===== config.mk =====
export PLATFORM = sky130hd
export DESIGN_NAME = terminal_text_wrap_filter_flat
export DESIGN_NICKNAME = d
export VERILOG_FILES = /design/src/rtl/ttwf_pkg.sv /design/src/rtl/ttwf_if.sv /design/src/rtl/ttwf_queue.sv /design/src/rtl/ttwf_front.sv /design/src/rtl/ttwf_back.sv /design/src/rtl/terminal_text_wrap_filter.sv /design/src/flat_wrapper.sv
export VERILOG_INCLUDE_DIRS = /design/src /design/src/rtl
export SDC_FILE = /design/constraint.sdc
export NUM_CORES = 1
export LEC_CHECK = 0
export CAP_MARGIN = 10
export CORE_ASPECT_RATIO = 2
export CORE_UTILIZATION = 40
export CTS_BUF_LIST = sky130_fd_sc_hd__clkbuf_8
export DETAILED_ROUTE_END_ITERATION = 7
export DONT_BUFFER_PORTS = 1
export GPL_ROUTABILITY_DRIVEN = 0
export MAX_ROUTING_LAYER = met4
export PLACE_DENSITY = 0.6
export SYNTH_ARGS = -nofsm -noshare
export SYNTH_HDL_FRONTEND = slang
export SYNTH_HIERARCHICAL = 1
export SYNTH_SLANG_ARGS = --single-unit
export TNS_END_PERCENT = 20

===== constraint.sdc =====
create_clock -name clock -period 10.7 [get_ports clock]
set_clock_uncertainty 0.05 [all_clocks]
set_input_delay 2.14 -clock clock [delete_from_list [all_inputs] [get_ports clock]]
set_output_delay 2.14 -clock clock [all_outputs]
set_load 0.1 [all_outputs]

===== src/rtl/terminal_text_wrap_filter_assert.svh =====
// ----------------------------------------------------------------------------
// Terminal text wrap filter assertion macros
// Shared concurrent assertion forms used by the RTL modules.
// ----------------------------------------------------------------------------
`ifndef TERMINAL_TEXT_WRAP_FILTER_ASSERT_SVH
`define TERMINAL_TEXT_WRAP_FILTER_ASSERT_SVH

// same-cycle implication
`define TTWF_ASSERT_NOW(name, clk, rst, ante, cons) \
   name: assert property (@(posedge clk) disable iff (rst) (ante) |-> (cons)) \
      else $error("ttwf assertion failed");

// next-cycle implication
`define TTWF_ASSERT_NEXT(name, clk, rst, ante, cons) \
   name: assert property (@(posedge clk) disable iff (rst) (ante) |=> (cons)) \
      else $error("ttwf assertion failed");

`endif


===== src/rtl/ttwf_pkg.sv =====
// ----------------------------------------------------------------------------
// Terminal text wrap filter package
// Types, character codes and register definitions shared by the filter.
// ----------------------------------------------------------------------------
`timescale 1ns / 1ps
`default_nettype none

package ttwf_pkg;

   localparam logic [7:0] CH_ESC   = 8'h1B;
   localparam logic [7:0] CH_SEMI  = 8'h3B;
   localparam logic [7:0] CH_LF    = 8'h0A;
   localparam logic [7:0] CH_CR    = 8'h0D;
   localparam logic [7:0] CH_SPACE = 8'h20;

   localparam int COL_W = 10;
   localparam int ESC_W = 2;
   localparam logic [ESC_W-1:0] ESC_LEN = 2'd3;

   localparam int QDEPTH = 4;
   localparam int QPTR_W = $clog2(QDEPTH);
   localparam int QCNT_W = $clog2(QDEPTH + 1);

   localparam logic [1:0] CSR_WRAP_ENABLE   = 2'd0;
   localparam logic [1:0] CSR_SCREEN_WIDTH  = 2'd1;
   localparam logic [1:0] CSR_PROMPT_LENGTH = 2'd2;

   localparam logic [7:0] SCREEN_WIDTH_RST  = 8'd80;

   typedef enum logic [1:0] {
      CMD_PASS,
      CMD_NEWLINE,
      CMD_WRAP
   } cmd_kind_type;

   typedef struct packed {
      cmd_kind_type kind;
      logic [7:0]   data;
   } cmd_type;

   typedef struct packed {
      logic       wrap_enable;
      logic [7:0] screen_width;
      logic [7:0] prompt_length;
   } cfg_type;

   typedef struct packed {
      logic empty;
      logic full;
   } q_status_type;

endpackage

`default_nettype wire


===== src/rtl/ttwf_if.sv =====
// ----------------------------------------------------------------------------
// Terminal text wrap filter channels
// Valid/ready request and response channels of the filter.
// ----------------------------------------------------------------------------
`timescale 1ns / 1ps
`default_nettype none

interface ttwf_req_if;
   logic       valid;
   logic       ready;
   logic [7:0] in_byte;
   logic       message_start;

   modport source (output valid, output in_byte, output message_start, input ready);
   modport sink   (input valid, input in_byte, input message_start, output ready);
endinterface

interface ttwf_rsp_if;
   logic       valid;
   logic       ready;
   logic [7:0] out_byte;
   logic       run_last;

   modport source (output valid, output out_byte, output run_last, input ready);
   modport sink   (input valid, input out_byte, input run_last, output ready);
endinterface

`default_nettype wire


===== src/rtl/ttwf_queue.sv =====
// ----------------------------------------------------------------------------
// Terminal text wrap filter command queue
// Small FIFO of classified commands between front and back.
// ----------------------------------------------------------------------------
`timescale 1ns / 1ps
`default_nettype none
`include "terminal_text_wrap_filter_assert.svh"

module ttwf_queue (
   input  wire logic                    clock,
   input  wire logic                    reset,
   input  wire logic                    push,
   input  wire ttwf_pkg::cmd_type       push_cmd,
   input  wire logic                    pop,
   output ttwf_pkg::cmd_type            head_cmd,
   output ttwf_pkg::q_status_type       q_status
);

   ttwf_pkg::cmd_type               mem [ttwf_pkg::QDEPTH];
   logic [ttwf_pkg::QPTR_W-1:0]     wr_ptr_ff, wr_ptr_in;
   logic [ttwf_pkg::QPTR_W-1:0]     rd_ptr_ff, rd_ptr_in;
   logic [ttwf_pkg::QCNT_W-1:0]     count_ff,  count_in;

   always_comb begin
      wr_ptr_in = push ? wr_ptr_ff + 1'b1 : wr_ptr_ff;
      rd_ptr_in = pop  ? rd_ptr_ff + 1'b1 : rd_ptr_ff;
      count_in  = count_ff;
      if (push && !pop) begin
         count_in = count_ff + 1'b1;
      end else if (pop && !push) begin
         count_in = count_ff - 1'b1;
      end
   end

   always_ff @(posedge clock) begin
      if (reset) begin
         wr_ptr_ff <= '0;
         rd_ptr_ff <= '0;
         count_ff  <= '0;
      end else begin
         wr_ptr_ff <= wr_ptr_in;
         rd_ptr_ff <= rd_ptr_in;
         count_ff  <= count_in;
      end
   end

   always_ff @(posedge clock) begin
      if (push) begin
         mem[wr_ptr_ff] <= push_cmd;
      end
   end

   assign head_cmd       = mem[rd_ptr_ff];
   assign q_status.empty = (count_ff == '0);
   assign q_status.full  = (count_ff == ttwf_pkg::QCNT_W'(ttwf_pkg::QDEPTH));

   `TTWF_ASSERT_NOW(a_no_overflow, clock, reset, push, !q_status.full || pop)
   `TTWF_ASSERT_NOW(a_no_underflow, clock, reset, pop, !q_status.empty)
   `TTWF_ASSERT_NEXT(a_count_up, clock, reset, push && !pop, count_ff == $past(count_ff) + 1'b1)

endmodule

`default_nettype wire


===== src/rtl/ttwf_front.sv =====
// ----------------------------------------------------------------------------
// Terminal text wrap filter front end
// Accepts bytes, tracks column, escape and prompt state, issues commands.
// ----------------------------------------------------------------------------
`timescale 1ns / 1ps
`default_nettype none

module ttwf_front (
   input  wire logic                    clock,
   input  wire logic                    reset,
   input  wire ttwf_pkg::cfg_type       cfg,
   ttwf_req_if.sink                     req_chan,
   input  wire ttwf_pkg::q_status_type  q_status,
   output logic                         push,
   output ttwf_pkg::cmd_type            push_cmd
);

   logic signed [ttwf_pkg::COL_W-1:0] col_ff, col_in, col_cur;
   logic [ttwf_pkg::ESC_W-1:0]        esc_ff, esc_in, esc_cur;
   logic                              pp_ff, pp_in, pp_cur;

   logic signed [ttwf_pkg::COL_W:0]   col_ext, col_dec, col_inc, thr;
   logic [7:0]                        b;

   assign req_chan.ready = !q_status.full;
   assign push           = req_chan.valid && req_chan.ready;
   assign b              = req_chan.in_byte;

   always_comb begin
      col_cur = req_chan.message_start ? '0 : col_ff;
      esc_cur = req_chan.message_start ? '0 : esc_ff;
      pp_cur  = req_chan.message_start ? 1'b1 : pp_ff;

      col_ext = {col_cur[ttwf_pkg::COL_W-1], col_cur};
      col_dec = col_ext - 11'sd4;
      col_inc = col_ext + 11'sd1;
      if (col_dec < -11'sd512) begin
         col_dec = -11'sd512;
      end
      if (col_inc > 11'sd511) begin
         col_inc = 11'sd511;
      end

      thr = $signed({3'b000, cfg.screen_width}) - 11'sd2;
      if (pp_cur && (cfg.prompt_length != 8'd0)) begin
         thr = thr - $signed({3'b000, cfg.prompt_length}) + 11'sd1;
      end

      col_in        = col_cur;
      esc_in        = esc_cur;
      pp_in         = pp_cur;
      push_cmd.kind = ttwf_pkg::CMD_PASS;
      push_cmd.data = b;

      if (esc_cur != '0) begin
         esc_in = esc_cur - 1'b1;
         if ((esc_cur == 2'd1) && (b == ttwf_pkg::CH_SEMI)) begin
            col_in = col_dec[ttwf_pkg::COL_W-1:0];
         end
      end else if (b == ttwf_pkg::CH_ESC) begin
         esc_in = ttwf_pkg::ESC_LEN;
      end else if (b == ttwf_pkg::CH_LF) begin
         push_cmd.kind = ttwf_pkg::CMD_NEWLINE;
         col_in        = '0;
      end else if (cfg.wrap_enable && (col_ext == thr)) begin
         push_cmd.kind = ttwf_pkg::CMD_WRAP;
         pp_in         = 1'b0;
         col_in        = 10'sd1;
      end else begin
         col_in = col_inc[ttwf_pkg::COL_W-1:0];
      end
   end

   always_ff @(posedge clock) begin
      if (reset) begin
         col_ff <= '0;
         esc_ff <= '0;
         pp_ff  <= 1'b1;
      end else if (push) begin
         col_ff <= col_in;
         esc_ff <= esc_in;
         pp_ff  <= pp_in;
      end
   end

endmodule

`default_nettype wire


===== src/rtl/ttwf_back.sv =====
// ----------------------------------------------------------------------------
// Terminal text wrap filter back end
// Expands queued commands into response bytes through an output register.
// ----------------------------------------------------------------------------
`timescale 1ns / 1ps
`default_nettype none
`include "terminal_text_wrap_filter_assert.svh"

module ttwf_back (
   input  wire logic                    clock,
   input  wire logic                    reset,
   input  wire ttwf_pkg::cmd_type       head_cmd,
   input  wire ttwf_pkg::q_status_type  q_status,
   output logic                         pop,
   ttwf_rsp_if.source                   rsp_chan
);

   logic [1:0] step_ff, step_in;
   logic       valid_ff, valid_in;
   logic [7:0] byte_ff, byte_in;
   logic       last_ff, last_in;
   logic       load_en;
   logic [7:0] cur_byte;
   logic       cur_last;

   always_comb begin
      cur_byte = head_cmd.data;
      cur_last = 1'b1;
      case (head_cmd.kind)
         ttwf_pkg::CMD_PASS: begin
            cur_byte = head_cmd.data;
            cur_last = 1'b1;
         end
         ttwf_pkg::CMD_NEWLINE: begin
            cur_byte = (step_ff == 2'd0) ? ttwf_pkg::CH_LF : ttwf_pkg::CH_CR;
            cur_last = (step_ff != 2'd0);
         end
         ttwf_pkg::CMD_WRAP: begin
            case (step_ff)
               2'd0:    cur_byte = ttwf_pkg::CH_LF;
               2'd1:    cur_byte = ttwf_pkg::CH_CR;
               2'd2:    cur_byte = ttwf_pkg::CH_SPACE;
               default: cur_byte = head_cmd.data;
            endcase
            cur_last = (step_ff == 2'd3);
         end
         default: begin
            cur_byte = head_cmd.data;
            cur_last = 1'b1;
         end
      endcase
   end

   always_comb begin
      load_en  = !valid_ff || rsp_chan.ready;
      pop      = load_en && !q_status.empty && cur_last;
      step_in  = step_ff;
      valid_in = valid_ff && !rsp_chan.ready;
      byte_in  = byte_ff;
      last_in  = last_ff;
      if (load_en && !q_status.empty) begin
         valid_in = 1'b1;
         byte_in  = cur_byte;
         last_in  = cur_last;
         step_in  = cur_last ? 2'd0 : step_ff + 2'd1;
      end
   end

   always_ff @(posedge clock) begin
      if (reset) begin
         step_ff  <= '0;
         valid_ff <= 1'b0;
      end else begin
         step_ff  <= step_in;
         valid_ff <= valid_in;
      end
   end

   always_ff @(posedge clock) begin
      byte_ff <= byte_in;
      last_ff <= last_in;
   end

   assign rsp_chan.valid    = valid_ff;
   assign rsp_chan.out_byte = byte_ff;
   assign rsp_chan.run_last = last_ff;

   `TTWF_ASSERT_NOW(a_step_has_cmd, clock, reset, step_ff != 2'd0, !q_status.empty)

endmodule

`default_nettype wire


===== src/rtl/terminal_text_wrap_filter.sv =====
// A request passes through the command queue and then the output register.
// Throughput: one request per cycle while each yields one byte and the output is
//   ready; the back end emits one byte per ready cycle, 1, 2 or 4 per request.
// A four-entry command queue lets the front keep accepting while the back drains.
// Reset (synchronous, active high): column 0, no escape, prompt line active,
//   registers to wrap off, width 80, prompt 0; queue and output register empty.
// ----------------------------------------------------------------------------
// Terminal text wrap filter
// Line feed expansion, escape pass-through and automatic wrapping for a tty.
// ----------------------------------------------------------------------------
`timescale 1ns / 1ps
`default_nettype none

module terminal_text_wrap_filter (
   input  wire logic       clock,
   input  wire logic       reset,
   ttwf_req_if.sink        req_chan,
   ttwf_rsp_if.source      rsp_chan,
   input  wire logic       csr_we,
   input  wire logic [1:0] csr_index,
   input  wire logic [7:0] csr_wdata
);

   ttwf_pkg::cfg_type      cfg_ff, cfg_in;
   ttwf_pkg::cmd_type      push_cmd, head_cmd;
   ttwf_pkg::q_status_type q_status;
   logic                   push, pop;

   always_comb begin
      cfg_in = cfg_ff;
      if (csr_we) begin
         case (csr_index)
            ttwf_pkg::CSR_WRAP_ENABLE:   cfg_in.wrap_enable   = csr_wdata[0];
            ttwf_pkg::CSR_SCREEN_WIDTH:  cfg_in.screen_width  = csr_wdata;
            ttwf_pkg::CSR_PROMPT_LENGTH: cfg_in.prompt_length = csr_wdata;
            default:                     cfg_in = cfg_ff;
         endcase
      end
   end

   always_ff @(posedge clock) begin
      if (reset) begin
         cfg_ff.wrap_enable   <= 1'b0;
         cfg_ff.screen_width  <= ttwf_pkg::SCREEN_WIDTH_RST;
         cfg_ff.prompt_length <= 8'd0;
      end else begin
         cfg_ff <= cfg_in;
      end
   end

   ttwf_front u_front (
      .clock    (clock),
      .reset    (reset),
      .cfg      (cfg_ff),
      .req_chan (req_chan),
      .q_status (q_status),
      .push     (push),
      .push_cmd (push_cmd)
   );

   ttwf_queue u_queue (
      .clock    (clock),
      .reset    (reset),
      .push     (push),
      .push_cmd (push_cmd),
      .pop      (pop),
      .head_cmd (head_cmd),
      .q_status (q_status)
   );

   ttwf_back u_back (
      .clock    (clock),
      .reset    (reset),
      .head_cmd (head_cmd),
      .q_status (q_status),
      .pop      (pop),
      .rsp_chan (rsp_chan)
   );

endmodule

`default_nettype wire

===== src/flat_wrapper.sv =====
// flat-port wrapper written by rule: the top's interface ports become plain ports
module terminal_text_wrap_filter_flat 
  (clock, reset, csr_we, csr_index, csr_wdata, req_chan_valid, req_chan_in_byte, req_chan_message_start, req_chan_ready, rsp_chan_valid, rsp_chan_out_byte, rsp_chan_run_last, rsp_chan_ready);
  ttwf_req_if req_chan_i ();
  ttwf_rsp_if rsp_chan_i ();
  input  wire logic clock;
  input  wire logic reset;
  input  wire logic csr_we;
  input  wire logic [1:0] csr_index;
  input  wire logic [7:0] csr_wdata;
  input wire logic [$bits(req_chan_i.valid)-1:0] req_chan_valid;
  input wire logic [$bits(req_chan_i.in_byte)-1:0] req_chan_in_byte;
  input wire logic [$bits(req_chan_i.message_start)-1:0] req_chan_message_start;
  output wire logic [$bits(req_chan_i.ready)-1:0] req_chan_ready;
  output wire logic [$bits(rsp_chan_i.valid)-1:0] rsp_chan_valid;
  output wire logic [$bits(rsp_chan_i.out_byte)-1:0] rsp_chan_out_byte;
  output wire logic [$bits(rsp_chan_i.run_last)-1:0] rsp_chan_run_last;
  input wire logic [$bits(rsp_chan_i.ready)-1:0] rsp_chan_ready;
  assign req_chan_i.valid = req_chan_valid;
  assign req_chan_i.in_byte = req_chan_in_byte;
  assign req_chan_i.message_start = req_chan_message_start;
  assign req_chan_ready = req_chan_i.ready;
  assign rsp_chan_valid = rsp_chan_i.valid;
  assign rsp_chan_out_byte = rsp_chan_i.out_byte;
  assign rsp_chan_run_last = rsp_chan_i.run_last;
  assign rsp_chan_i.ready = rsp_chan_ready;
  terminal_text_wrap_filter u_core (.clock(clock), .reset(reset), .req_chan(req_chan_i), .rsp_chan(rsp_chan_i), .csr_we(csr_we), .csr_index(csr_index), .csr_wdata(csr_wdata));
endmodule

==> out/results.txt, run 1 <==
r2r setup slk: 6.11 ns
Core Rows: 61
Synth Area per Inst: 9.82 µm²
Crit Path Max Fanout: 26
DR iter-0 viols: 223
CP Launch Type: input pin
Pwr Density: 209 nW/µm²
Post-Syn Area: 5670 µm²
Die Ht: 170 µm
Initial Util: 40.8%
period utilisation layout: 43.0%
Cells after Synth: 577
Max H-tree Level: 3
hold_ws: 0.445 ns
Sink Count: 91
Pwr Total: 1250 µW
worst-case reg-to-reg path depth: 15
setup bufs post-CTS: 0
Core Footprint: 13900 µm²
peak supply drop: 0.0686 mV
post-route ant nets: 0
number of diodes: 0
final WL: 14300 µm
uppermost routed layer: met4
maxcap violations: 0
Synth async-reset ratio: 0%
outcome: complete, no violations
Worst R2R End: u_core/u_front/col_ff[6]
DIE WIDTH: 86.2 µm
Slew Viols, Final: 0
met2 wire length: 8100 µm
metal3 WL: 521 µm
most frequent cells after synthesis: nor2_1, edfxtp_1, dfxtp_1
Worst slew margin: 22.0%
Leak: 0.00213 µW
WP data arrival: 4.77 ns
number of synthesized flops with an enable pin: 49
HP Start: u_core/cfg_ff[16]
sequential element share of the synthesized area: 40.8%
fill cell count: 1354
CTS clock-pin slew for the worst setup and hold paths: 0.09 ns
worst hold path type: reg -> reg
hpwl dp: 10800 µm
vias in the first global route: 4345
pin slew with the least headroom to its limit: 1.16 ns
Avg WL per Cell: 19.0 µm
post-CTS sizing: 0
area growth from synthesis to layout: 5.23%
Cell variety after synth: 71
worst path required time: 10.86 ns
Tmin final: 4.60 ns
Setup CP Type: in -> reg
vias per inst: 5.85
Critical R2R Launch: u_core/cfg_ff[9]
RSZ-0062 raised after global routing: no
placed insts: 737
worst hold path depth: 2
Non-Filler Instances: 753
vias: 4407
cell with the most instances after synthesis: nor2_1
Area contributors post-synth: edfxtp_1, dfxtp_1, ha_1
final setup violation count: 0
Syn Nets: 636
DR pass1 iterations: 5
top-area cell type share of the netlist area: 26.0%
CTS tree: built
clock tree buffer depth: 2
Max Clk Rate: 217 MHz
clock latency on the worst-skew pair: 0.37 ns
Fin. Hold Viols: 0
CP endpoint kind: flip-flop
initial antenna violation count: 0
Yosys reg bits: 91
nets@finish: 618
Root Buffer: clkbuf_8
Hold EP: u_core/cfg_ff[16]
GRT Total Usage: 21.0%
DRC: 0
largest net degree at the start of global routing: 56
Yosys Warn Count: 6
largest area contributor in the netlist: edfxtp_1
Post-Route M1 WL: 4870 µm
first-pass GRT wire length: 22400 µm
layout cells sized above 1: 6.21%
Top FF cell, synth: edfxtp_1
total grt overflow: 0
TritonCTS buffer count: 9
Die ar.: 14700 µm²
port bufs: 0
IO Pins: 35
TNS Setup: 0 ns
CTS Hold Bufs: 0
-- kinds of logic (layout without fill, tap and decap cells) --
group                      after synthesis  count (layout)  synth area share [%]
and+or+nand+nor                        206             206                  19.3
muxes                                   33              33                  8.04
xor gates and xnor gates                26              26                  4.02
AOI/OAI and AO/OA                      123             123                  14.7
DFF                                     91              91                  40.8
buffers and inverters                   63              50                  5.14
adders and majority gates               35              35                  7.99
-- power breakdown --
part / internal, µW / leakage [µW] / switching (µW)
Clock: 139 / 0.000115 / 128
Combinational: 151 / 0.00121 / 204
Sequential: 438 / 0.000800 / 185
-- final cells by class --
cell class	count	area (µm²)	area share, %
Multi-Input combinational cell	423	3060	51.4
Inverter	34	128	2.14
Sequential cell	91	2310	38.8
Tap cell	189	236	3.96
Clock inverter	6	86.3	1.45
Clock buffer	10	138	2.31
-- through the flow --
step                setup slack, ns  instance area, µm²  util, %
floorplan                      6.06                5670        -
global placement               5.88                5740     41.3
detailed placement             5.79                5740     41.3
CTS                            6.18                5960     42.9
global route                   5.87                5960     42.9
finish                         6.10                5960     42.9
-- worst max path at each step --
stage | startpoint | to | slack, ns | cells past startpoint
finish | req_chan_message_start | u_core/u_front/col_ff[4] | 6.10 | 12
global route | req_chan_message_start | u_core/u_front/col_ff[5] | 5.87 | 12
CTS | req_chan_message_start | u_core/u_front/col_ff[4] | 6.18 | 12
detailed placement | req_chan_message_start | u_core/u_front/col_ff[4] | 5.79 | 12
global placement | req_chan_message_start | u_core/u_front/col_ff[4] | 5.88 | 12
floorplan | req_chan_message_start | u_core/u_front/col_ff[2] | 6.06 | 14
-- sequential cells by signal, summed over array words and instances, names as in the netlist, named ones only --
register and count:
u_core/u_queue/rd_ptr_ff 2, u_core/u_front/col_ff 10, u_core/cfg_ff 17, u_core/u_front/esc_ff 2, u_core/u_back/rsp_chan.valid 1, u_core/u_front/pp_ff 1, u_core/u_queue/count_ff 3, u_core/u_queue/wr_ptr_ff 2
u_core/u_back/rsp_chan.run_last 1, u_core/u_queue/mem 40, u_core/u_back/rsp_chan.out_byte 8, u_core/u_back/step_ff 2
-- routing by layer --
layer / global-route usage (%) / vias up
met5: - / -
met4: 12.8 / 0
met3: 3.25 / 58
met2: 40.0 / 151
met1: 18.7 / 2137
li1: - / 2061
-- worst max-delay path, cell delays in order --
cell and delay (ns):
inv_1 0.30, nand2_1 0.21, inv_1 0.11, ha_1 0.28
nand3_1 0.17, nor3_1 0.36, xnor2_1 0.17, o22ai_1 0.11
a41oi_1 0.55, a21oi_1 0.13, o21ai_0 0.10, a311oi_1 0.11
-- layout by cell type (no fill, tap or decap), types with 3 or more instances in the layout --
cell,count
nor2_1,53
edfxtp_1,49
dfxtp_1,42
nand2_1,40
inv_1,33
ha_1,33
a21oi_1,31
nand2b_1,26
o21ai_0,25
mux2i_1,23
xnor2_1,14
nor2b_1,13
nand3_1,13
xor2_1,12
nor3_1,11
clkbuf_8,10
mux4_2,10
o31ai_1,9
and2_1,9
o22ai_1,6
nand3b_1,5
nor4_1,5
a31oi_1,5
nor3b_1,4
o21ai_1,4
a221o_1,4
a21o_1,4
a311oi_1,4
a22oi_1,3
or4_1,3
and3_1,3
a221oi_1,3
or3_1,3
(Power assumes the default switching activity.)
==> run 2, diff against run 1 <==
PLACE_DENSITY = 0.62   (was 0.6)
clock period = 4.1 ns   (was 10.7 ns; I/O delays follow)
==> run 2 against run 1 <==
Against the previous run: setup slack got worse by 5.9 ns; clock power rose by 110%; core utilization is 0.60 points higher; global-route usage grew 0.13 points; clock-buffer cell count is 1 lower; first-iteration DRC count grew 15%; combinational power rose to 2.8 times the previous value; power increased to 2.5 times the previous value; cell count is 2.0% higher; wire length is essentially flat; critical path type is now reg -> reg; largest power group unchanged.
==> out/results.txt, run 2 (same netlist as run 1, synthesis figures left out) <==
DR pass1 iterations: 7
clock tree buffer depth: 2
DIE WIDTH: 86.2 µm
worst hold path depth: 2
setup ws final: 0.210 ns
maxcap violations: 0
NetSw: 1330 µW
commonest cells after routing, fill and taps aside: nor2_1, edfxtp_1, dfxtp_1
Worst slew margin: 31.1%
Leak: 0.00218 µW
first-pass GRT wire length: 22700 µm
vias per inst: 5.78
Sink Count: 91
total grt overflow: 0
pin slew with the least headroom to its limit: 1.03 ns
sequential power share: 50.1%
Critical R2R Launch: u_core/cfg_ff[9]
Biggest register: u_core/u_queue/mem
Max Clk Rate: 257 MHz
hpwl dp: 10900 µm
largest net degree at the start of global routing: 56
TritonCTS buffer count: 9
nets@finish: 633
CP endpoint kind: flip-flop
Die ar.: 14700 µm²
share of power burned in the clock network: 17.6%
Slew Viols, Final: 0
busiest grt layer: met2
CTS tree: built
IO Pins: 35
worst-case reg-to-reg path depth: 14
layout cells sized above 1: 9.33%
Crit Path Max Fanout: 6
worst hold path type: reg -> reg
area growth from synthesis to layout: 6.71%
Largest regs: u_core/u_queue/mem: 40 flops, u_core/cfg_ff: 17 flops, u_core/u_front/col_ff: 10 flops
Core Footprint: 13900 µm²
WP data arrival: 4.07 ns
Pwr Density: 516 nW/µm²
Max H-tree Level: 3
Core Rows: 61
Initial Util: 40.8%
max reg flops: 40
vias in the first global route: 4574
peak supply drop: 0.215 mV
post-route ant nets: 0
DR iter-0 viols: 256
outcome: complete, no violations
Tmin final: 3.89 ns
met2 usage in global routing: 40.3%
DP Worst Slack: 0.0336 ns
number of diodes: 0
most common cell after layout, fill and taps aside: nor2_1
final WL: 14300 µm
Die Ht: 170 µm
CTS clock-pin slew for the worst setup and hold paths: 0.09 ns
vias: 4440
TNS Setup: 0 ns
Critical path origin: u_core/cfg_ff[9]
Switching Fraction: 42.7%
port bufs: 0
final setup violation count: 0
worst path required time: 4.28 ns
HP Start: u_core/cfg_ff[16]
DRC: 0
met1 usage: 18.4%
Setup CP Type: reg -> reg
Avg WL per Cell: 18.6 µm
CP Launch Type: flip-flop
initial antenna violation count: 0
Root Buffer: clkbuf_8
clock latency on the worst-skew pair: 0.36 ns
Fin. Hold Viols: 0
power share of the combinational group: 32.4%
Int Pwr: 1790 µW
GRT met3 Usage: 3.35%
GRT Total Usage: 21.1%
period utilisation layout: 94.9%
-- run 2: cell count changes in the layout (fill, tap and decap cells not counted), sizes merged --
cell	change
buf	+15
inv	+1
clkinvlp	+2
bufinv	-2
clkbuf	-1
-- run 2: what timing repair did --
action | in CTS | in global routing
hold buffers | 0 | 0
gates cloned | 0 | 0
setup endpoints to repair | 1 | 15
gates resized for setup | 1 | 6
pin swaps | 0 | 1
setup buffers | 0 | 1
-- run 2: worst paths after layout --
| kind | end | slack (ns) |
|---|---|---|
| min reg2reg | u_core/cfg_ff[16] | 0.44 |
| max | u_core/u_front/col_ff[4] | 0.21 |
| max reg2reg | u_core/u_front/col_ff[4] | 0.21 |
| min | u_core/cfg_ff[16] | 0.44 |
-- run 2: through the flow --
| step | instance area (µm²) | utilization, % | std cells | hold slack (ns) | total power (µW) |
|---|---|---|---|---|---|
| 2_1_floorplan | 5670 | - | 577 | 0.399 | 2370 |
| 6_report | 6050 | 43.5 | 768 | 0.441 | 3120 |
| 3_5_place_dp | 5850 | 42.1 | 751 | 0.438 | 2590 |
| 4_1_cts | 6010 | 43.3 | 767 | 0.453 | 3140 |
| 5_1_grt | 6050 | 43.5 | 768 | 0.449 | 3310 |
| 3_3_place_gp | 5850 | 42.1 | 751 | 0.424 | 2560 |
-- run 2: final cells by class --
class	count	area, µm²
clock buffer	9	124
clock inverter	7	42.5
fill	1373	7840
inverter	34	128
multi-input combinational	423	3090
sequential	91	2310
tap	189	236
timing repair buffer	15	113
-- run 2: routing by layer --
metal | vias to the layer above | routed length [µm]
li1 | 2089 | -
met1 | 2125 | 4660
met2 | 158 | 8070
met3 | 68 | 609
met4 | 0 | 985
met5 | - | 0
-- run 2: worst max-delay path, stage by stage, from the launching register on --
cell,delay [ns]
dfxtp_1,0.37
or4_4,0.57
nor2_1,0.13
xor2_1,0.21
ha_1,0.27
ha_1,0.23
or3_1,0.37
a221o_1,0.32
nand2_1,0.10
xnor2_1,0.11
o31ai_1,0.37
o211ai_4,0.16
o21ai_1,0.28
buf_4,0.16
a311oi_1,0.07
-- run 2: power by group through the flow --
stage	combinational, µW	clock, µW	sequential (µW)
floorplan	791	0	1580
global placement	982	0	1580
detailed placement	1010	0	1590
CTS	1010	566	1570
global route	1120	601	1590
finish	1010	548	1560
==> run 3, diff against run 2 <==
ABC_AREA = 1   (was not set)
CORE_UTILIZATION = 45   (was 40)
PLACE_DENSITY = 0.68   (was 0.62)
==> run 3 against run 2 <==
Against the previous run: flip-flop and latch count is the same; hold slack lost 0.051 ns; clock-buffer cell count is the same; die area shrank 7.4%; critical path type unchanged.
==> out/results.txt, run 3 <==
Synth Area per Inst: 7.07 µm²
Max H-tree Level: 3
CP endpoint kind: flip-flop
final setup violation count: 0
Core Footprint: 12700 µm²
peak supply drop: 0.540 mV
Synth async-reset ratio: 0%
CTS tree: built
nets@finish: 887
maxcap violations: 0
TritonCTS buffer count: 9
CTS Hold Bufs: 0
Biggest register: u_core/u_queue/mem
setup bufs post-CTS: 0
Sink Count: 91
Yosys Warn Count: 6
worst-case reg-to-reg path depth: 21
top-area cell type share of the netlist area: 25.0%
first-pass GRT wire length: 22200 µm
DIE WIDTH: 82.9 µm
final WL: 13700 µm
Worst path slowest cell: dfxtp_1
IO Pins: 35
commonest cells after routing, fill and taps aside: nand2_1, inv_1, nor2_1
Die ar.: 13600 µm²
Initial Util: 46.4%
Max Clk Rate: 293 MHz
Post-Syn Area: 5890 µm²
Fin. Hold Viols: 0
worst hold path type: reg -> reg
cell with the most instances after synthesis: nand2_1
pin slew with the least headroom to its limit: 0.890 ns
Cells after Synth: 833
Root Buffer: clkbuf_8
Area contributors post-synth: edfxtp_1, dfxtp_1, nand2_1
r2r setup slk: 0.68 ns
max incr delay on CP: 0.35 ns
WP data arrival: 3.59 ns
TNS Setup: 0 ns
hpwl dp: 10700 µm
post-route ant nets: 0
CTS clock-pin slew for the worst setup and hold paths: 0.11 ns
hold_ws: 0.391 ns
outcome: complete, no violations
Slew Viols, Final: 0
Tmin final: 3.42 ns
fill cell count: 1306
Yosys reg bits: 91
max reg flops: 40
RSZ-0062 raised after global routing: no
vias per inst: 5.10
vias: 5013
period utilisation layout: 83.3%
layout cells sized above 1: 6.00%
area growth from synthesis to layout: 4.44%
CP Launch Type: flip-flop
Cell variety after synth: 36
final design utilization: 48.5%
GRT Total Usage: 21.4%
Crit Path Max Fanout: 5
post-CTS sizing: 0
port bufs: 0
worst hold path depth: 1
Worst slew margin: 40.8%
clock tree buffer depth: 2
CP cell instances: inv_1 -> ha_1 -> nand3_1 -> nor2_1 -> nand2_1 -> nand2_1 -> nand2_1 -> ha_1 -> ha_1 -> nand2_1 -> inv_1 -> a21oi_1 -> nand2_1 -> nand2_1 -> nand2_1 -> nand4_1 -> inv_1 -> nor2_1 -> nand4_1 -> or2_1 -> inv_1
number of diodes: 0
clock latency on the worst-skew pair: 0.38 ns
Largest regs: u_core/u_queue/mem: 40 flops, u_core/cfg_ff: 17 flops, u_core/u_front/col_ff: 10 flops
Syn Nets: 892
total grt overflow: 0
DR pass1 iterations: 4
most common cell after layout, fill and taps aside: nand2_1
most frequent CP cell: nand2_1
Die Ht: 164 µm
largest net degree at the start of global routing: 21
Avg WL per Cell: 14.0 µm
initial antenna violation count: 0
Top FF cell, synth: edfxtp_1
Pwr Density: 571 nW/µm²
worst path required time: 4.28 ns
sequential element share of the synthesized area: 39.2%
vias in the first global route: 4923
most frequent cells after synthesis: nand2_1, inv_1, nor2_1
Setup CP Type: reg -> reg
largest area contributor in the netlist: edfxtp_1
number of synthesized flops with an enable pin: 49
Leak: 0.00308 µW
DR iter-0 viols: 243
Core Rows: 58
DRC: 0
[run 3: layout make-up]
type	instances	area (µm²)	share of cell area, %
Tap cell	150	188	3.05
Timing Repair Buffer	5	37.5	0.610
Inverter	154	583	9.47
Clock inverter	7	67.6	1.10
Clock buffer	9	124	2.01
Sequential cell	91	2310	37.6
Multi-Input combinational cell	567	2840	46.2
[run 3: per-layer routing]
layer	wire [µm]	up-vias	track usage [%]
met5	0	-	-
li1	-	2621	-
met4	696	0	12.6
met2	8000	109	44.6
met1	4670	2239	16.8
met3	353	44	3.17
[run 3: logic make-up after synthesis]
logic type,share of synthesized area (%)
adders and majority gates,7.69
buffers and inverters,12.5
AOI/OAI and AO/OA,9.51
DFF,39.2
xor gates and xnor gates,1.34
and+or+nand+nor,29.7
[run 3: power by group]
part	internal [µW]	switching [µW]	leakage [µW]
Clock	237	369	0.0000893
Sequential	1160	411	0.000804
Combinational	436	897	0.00218
[run 3: stage by stage]
stage	std cells	setup WS, ns	instance area (µm²)	power [µW]
after floorplan	833	1.18	5890	2690
after global placement	967	0.846	5960	2920
after detailed placement	967	0.752	5960	2930
after CTS	983	0.686	6150	3540
after global routing	983	0.303	6150	3770
final	983	0.684	6150	3510
[run 3: critical path: cells and delay by family (launching register included)]
family	cells	cell delay [ns]
compound gates	1	0.17
fa+ha+maj	3	0.84
buf+inv	4	0.33
flops	1	0.35
simple gates	13	1.51
[run 3: final timing paths]
kind / end / startpoint
setup / recovery: u_core/u_queue/mem[2][9] / u_core/cfg_ff[9]
hold reg to reg: flip-flop / u_core/u_queue/rd_ptr_ff[1]
hold / removal: flip-flop / u_core/u_queue/rd_ptr_ff[1]
setup reg to reg: u_core/u_queue/mem[2][9] / u_core/cfg_ff[9]
